[src/hdl/bfm_window_sum.sv]
// ----------------------------------------------------------------------------
// bfm_window_sum
// 3x3 window shift register and registered sum of its nine pixels.
// ----------------------------------------------------------------------------
`default_nettype none

module bfm_window_sum #(
   parameter int PIXEL_BITS = 8
) (
   input  wire logic                    clock,
   input  wire logic                    reset,
   input  wire logic                    shift_en,
   input  wire logic                    sum_en,
   input  wire logic [PIXEL_BITS-1:0]   col_upper,
   input  wire logic [PIXEL_BITS-1:0]   col_middle,
   input  wire logic [PIXEL_BITS-1:0]   col_lower,
   output logic      [PIXEL_BITS+3:0]   sum
);

   localparam int SUM_BITS = PIXEL_BITS + 4;

   logic [PIXEL_BITS-1:0] win_ff [3][3];
   logic [SUM_BITS-1:0]   sum_ff;
   logic [SUM_BITS-1:0]   sum_in;

   always_comb begin
      sum_in = '0;
      for (int r = 0; r < 3; r++) begin
         for (int c = 0; c < 3; c++) begin
            sum_in = sum_in + SUM_BITS'(win_ff[r][c]);
         end
      end
   end

   always_ff @(posedge clock) begin
      if (reset) begin
         for (int r = 0; r < 3; r++) begin
            for (int c = 0; c < 3; c++) begin
               win_ff[r][c] <= '0;
            end
         end
      end else if (shift_en) begin
         for (int r = 0; r < 3; r++) begin
            win_ff[r][0] <= win_ff[r][1];
            win_ff[r][1] <= win_ff[r][2];
         end
         win_ff[0][2] <= col_upper;
         win_ff[1][2] <= col_middle;
         win_ff[2][2] <= col_lower;
      end
   end

   always_ff @(posedge clock) begin
      if (sum_en) begin
         sum_ff <= sum_in;
      end
   end

   assign sum = sum_ff;

endmodule

`default_nettype wire

[config.mk]
export PLATFORM = sky130hd
export DESIGN_NAME = bfm_window_sum
export DESIGN_NICKNAME = d
export VERILOG_FILES = /design/src/hdl/bfm_window_sum.sv
export SDC_FILE = /design/constraint.sdc
export NUM_CORES = 1
export LEC_CHECK = 0
export BUFFER_PORTS_ARGS = -buffer_cell sky130_fd_sc_hd__buf_2
export CORE_ASPECT_RATIO = 0.9
export CORE_MARGIN = 1.5
export CORE_UTILIZATION = 40
export DETAILED_ROUTE_END_ITERATION = 7
export PLACE_DENSITY = 0.59
export SLEW_MARGIN = 20
export SYNTH_ARGS = -nofsm -noshare
export SYNTH_HDL_FRONTEND = slang
export SYNTH_SLANG_ARGS = --single-unit
[constraint.sdc]
create_clock -name clock -period 8.38 [get_ports clock]
set_clock_uncertainty 0.1 [all_clocks]
set_input_delay 0.838 -clock clock [delete_from_list [all_inputs] [get_ports clock]]
set_output_delay 0.838 -clock clock [all_outputs]
set_load 0.01 [all_outputs]
==> impl.org <==
** Run status
- Result of the run :: complete, no violations

** Synthesis
- The number of nets handed over by synthesis was 436.
- Unique masters post-synth :: 27
- The share of synthesized area in the top cell type comes to 52.8%.
- Counting flops with an async set or reset pin after synthesis yields a share of 0%.
- The share of the Yosys chip area taken by registers is 52.8%.
- During synthesis, Yosys emitted a total of 0 warnings.
- Synth area leaders :: edfxtp_1 53%, fa_1 23%, and2_1 9.6%
- Library cell occupying the most area in the post-synthesis netlist :: edfxtp_1
- Summing every instance area after synthesis gives 4780 µm².
- Most used flip-flop cell after synthesis :: edfxtp_1
- After technology mapping, the gate count stands at 341.
- Average instance area after synthesis :: 14.0 µm²
- Flip-flop and latch count after synthesis :: 84
- Number of synthesized flops with an enable pin :: 84

** Drt
- The first TritonRoute pass finished after 4 iterations.
- Number of nets still failing antenna checks after routing :: 0
- In this run, the number of DRC markers left after iteration 0 of detailed routing was 82.
- Total DRC errors in the routed layout :: 0
- Routed length per instance :: 12.2 µm
- Wires add up to 6690 µm.
- Summing over every cut layer, the via total after detailed routing is 2374.
- Number of vias per cell :: 4.35

** Hold path
- Worst hold path class :: flop to flop

** Clock network
- After clock tree synthesis, the clock-pin slew on the worst setup and hold paths is 60 ps.
- CTS tree :: done
- Clock tree synthesis found a total of 84 sinks.
- Post-CTS setup buffers :: 0
- Once the clock tree was built, the resizer swapped 0 gates to a different size.
- Maximum level of the CTS H-tree :: 3
- The number of hold buffers added after CTS was 0.
- TritonCTS buffer count :: 9
- Buffers from clock root to sink, at most :: 2
- The clock reaches the later pin of the worst-skew pair after 340 ps.
- Clock tree synthesis selected as its root buffer the cell clkbuf_16.

** Placement
- Gpl congestion :: 0.743
- HPWL after DPL :: 4720 µm
- Port buffer count :: 39
- OpenSTA, run right after detailed placement, puts the worst setup slack at 4160 ps.

** Layout
- Area of combinational cells with multiple inputs :: 1940 µm²
- Registers take 2520 µm².
- The library cell used most frequently in the layout, excluding fill and tap cells, is edfxtp_1.
- Leaving out fill and tap cells, the most frequent cells in the layout are 84 x edfxtp_1, 78 x inv_1, 73 x and2_1.
- Fraction of layout cells with a size suffix above 1 :: 15.9%
- The net count of the finished layout is 480.
- Number of diodes :: 0
- Measured on the finished design, the core utilization comes to 47.4%.
- Fill cell count :: 1036
- The area growth from synthesis to layout is 14.5%.

** Die
- Die width :: 118 µm
- For this design the top-level I/O count stands at 40.
- For this configuration, the core starts out at a cell density of 41.5%.
- Core Region :: 11500 µm²
- The die covers 12600 µm².
- From bottom edge to top edge, the die measures 107 µm.
- After floorplanning, the core was divided into 37 placement rows.

** Worst setup path
- Critical path capture point type :: flop
- Critical path buffers and inverters :: 5
- Maximum cell stage delay along the critical path :: 540 ps
- The critical path goes through inv_1, fa_1, inv_1, fa_1, fa_1, inv_1, fa_1, inv_1, ha_1, inv_1, fa_1, and2b_1, o211ai_1, a31oi_1, xor2_1.
- Critical Setup Path Class :: flop to flop
- Data arrival time of the critical path :: 4200 ps
- At the worst endpoint, the required time is 8360 ps.
- Cell family with the largest share of critical-path delay :: adder cells
- Slowest cell on the critical path :: fa_1
- The worst setup path is launched from a flop.
- Along the worst path, the maximum fanout reaches 2.

** STA
- Fmax :: 237 MHz
- For the pin with the worst max-slew slack, the measured transition is 912 ps.
- The worst path uses 50.4% of the clock period.
- Crit path time final :: 4220 ps
- Final setup violating endpoints :: 0
- Setup TNS :: 0 ps
- Post-route setup slack :: 4160 ps
- The number of pins with negative max-slew slack in the final report came to 0.
- The hold violation total from the final report came to 0.
- Setup repair after global routing left no endpoint under its margin.
- Worst-case headroom to the max-slew limit :: 39.2%

** Global route
- Number of global-route vias before repair :: 2417
- Final global-route overflow total :: 0
- Overall Global Routing Usage :: 11.8%
- Maximum number of pins on one net before global-route repair :: 73
- The first global-routing pass estimated 11400 µm of wire.
- The number of antenna violations at the first check in global routing came to 0.

** Power
- Switching power summed over all nets :: 608 µW
- VDD sags by at most 0.175 mV.
- In this run switching power makes up 34.1% of total power.
- Leakage power of the design :: 0.00243 µW
- Cell internal power was estimated by the tool at 1170 µW.
- Logic pwr share :: 43.5%
- Power spread over the standard cell area amounts to 326 nW/µm².
- Fraction of power consumed by sequential logic :: 33.2%
- Power share of the clock group :: 23.3%

** Flow run
- Max-cap check violation count :: 0
==> flip-flops by register name, summed over array words and instances, names as in the netlist <==
name / cells
sum: 12
win_ff: 72
==> power groups by stage <==
stage	Combinational, µW	Sequential [µW]	Clock [µW]
floorplan	602	611	0
global placement	773	601	0
detailed placement	787	602	0
CTS	793	593	430
global route	888	599	445
finish	775	591	416
==> final timing paths <==
check                                   from                          end  slack [ps]  cells after the start
setup / recovery  win_ff[0][2]$_SDFFCE_PN0P_            sum[10]$_DFFE_PP_        4160                     15
hold / removal    win_ff[0][3]$_SDFFCE_PN0P_  win_ff[0][11]$_SDFFCE_PN0P_         440                      1
setup reg to reg  win_ff[0][2]$_SDFFCE_PN0P_            sum[10]$_DFFE_PP_        4160                     15
hold reg to reg   win_ff[0][3]$_SDFFCE_PN0P_  win_ff[0][11]$_SDFFCE_PN0P_         440                      1
==> cell usage after synthesis, types with 2 or more instances <==
cell type and number:
and2_1 73, nand4_1 2, edfxtp_1 84, a21oi_2 2
xor2_1 2, ha_1 13, fa_1 54, nand2_1 2
xnor2_1 4, o21a_1 2, or2_2 2, a21oi_1 2
clkbuf_1 7, inv_1 78, a21o_1 2
==> metrics by stage <==
stage,hold slack [ps],cell area (µm²),instances,power [µW]
5_1_grt,472,5470,546,1930
3_3_place_gp,430,5160,530,1370
4_1_cts,449,5470,546,1820
6_report,445,5470,546,1780
3_5_place_dp,438,5160,530,1390
2_1_floorplan,425,4780,341,1210
==> cell families after synthesis <==
| logic type | after synthesis | synth area share (%) |
|---|---|---|
| flops | 84 | 52.8 |
| buf+inv | 86 | 6.78 |
| compound gates | 13 | 2.30 |
| xor+xnor | 6 | 1.10 |
| fa+ha+maj | 67 | 26.0 |
| simple gates | 85 | 11.0 |
==> worst register-to-register path, delay by kind of cell, from the launching register on <==
family / cells / cell delay, ps
fa+ha+maj: 6 / 2590
flops: 1 / 330
compound gates: 2 / 330
buf+inv: 5 / 280
simple gates: 1 / 250
xor+xnor: 1 / 90
==> metal layers <==
layer  global-route usage [%]  vias to the layer above  routed length [µm]
met5                        0                        -                   0
met4                     4.70                        0                 116
met3                     3.72                       12                 257
met2                     18.7                       36                3320
met1                     15.3                     1167                3000
li1                         -                     1159                   -
==> area by class of cell <==
type / instances / share of cell area, %
sequential: 84 / 46.1
clock inverter: 5 / 1.40
timing repair buffer: 41 / 3.84
tap: 156 / 3.57
inverter: 78 / 5.35
clock buffer: 11 / 4.26
multi-input combinational: 171 / 35.5
Note: power is estimated with default switching activity, not from simulation.
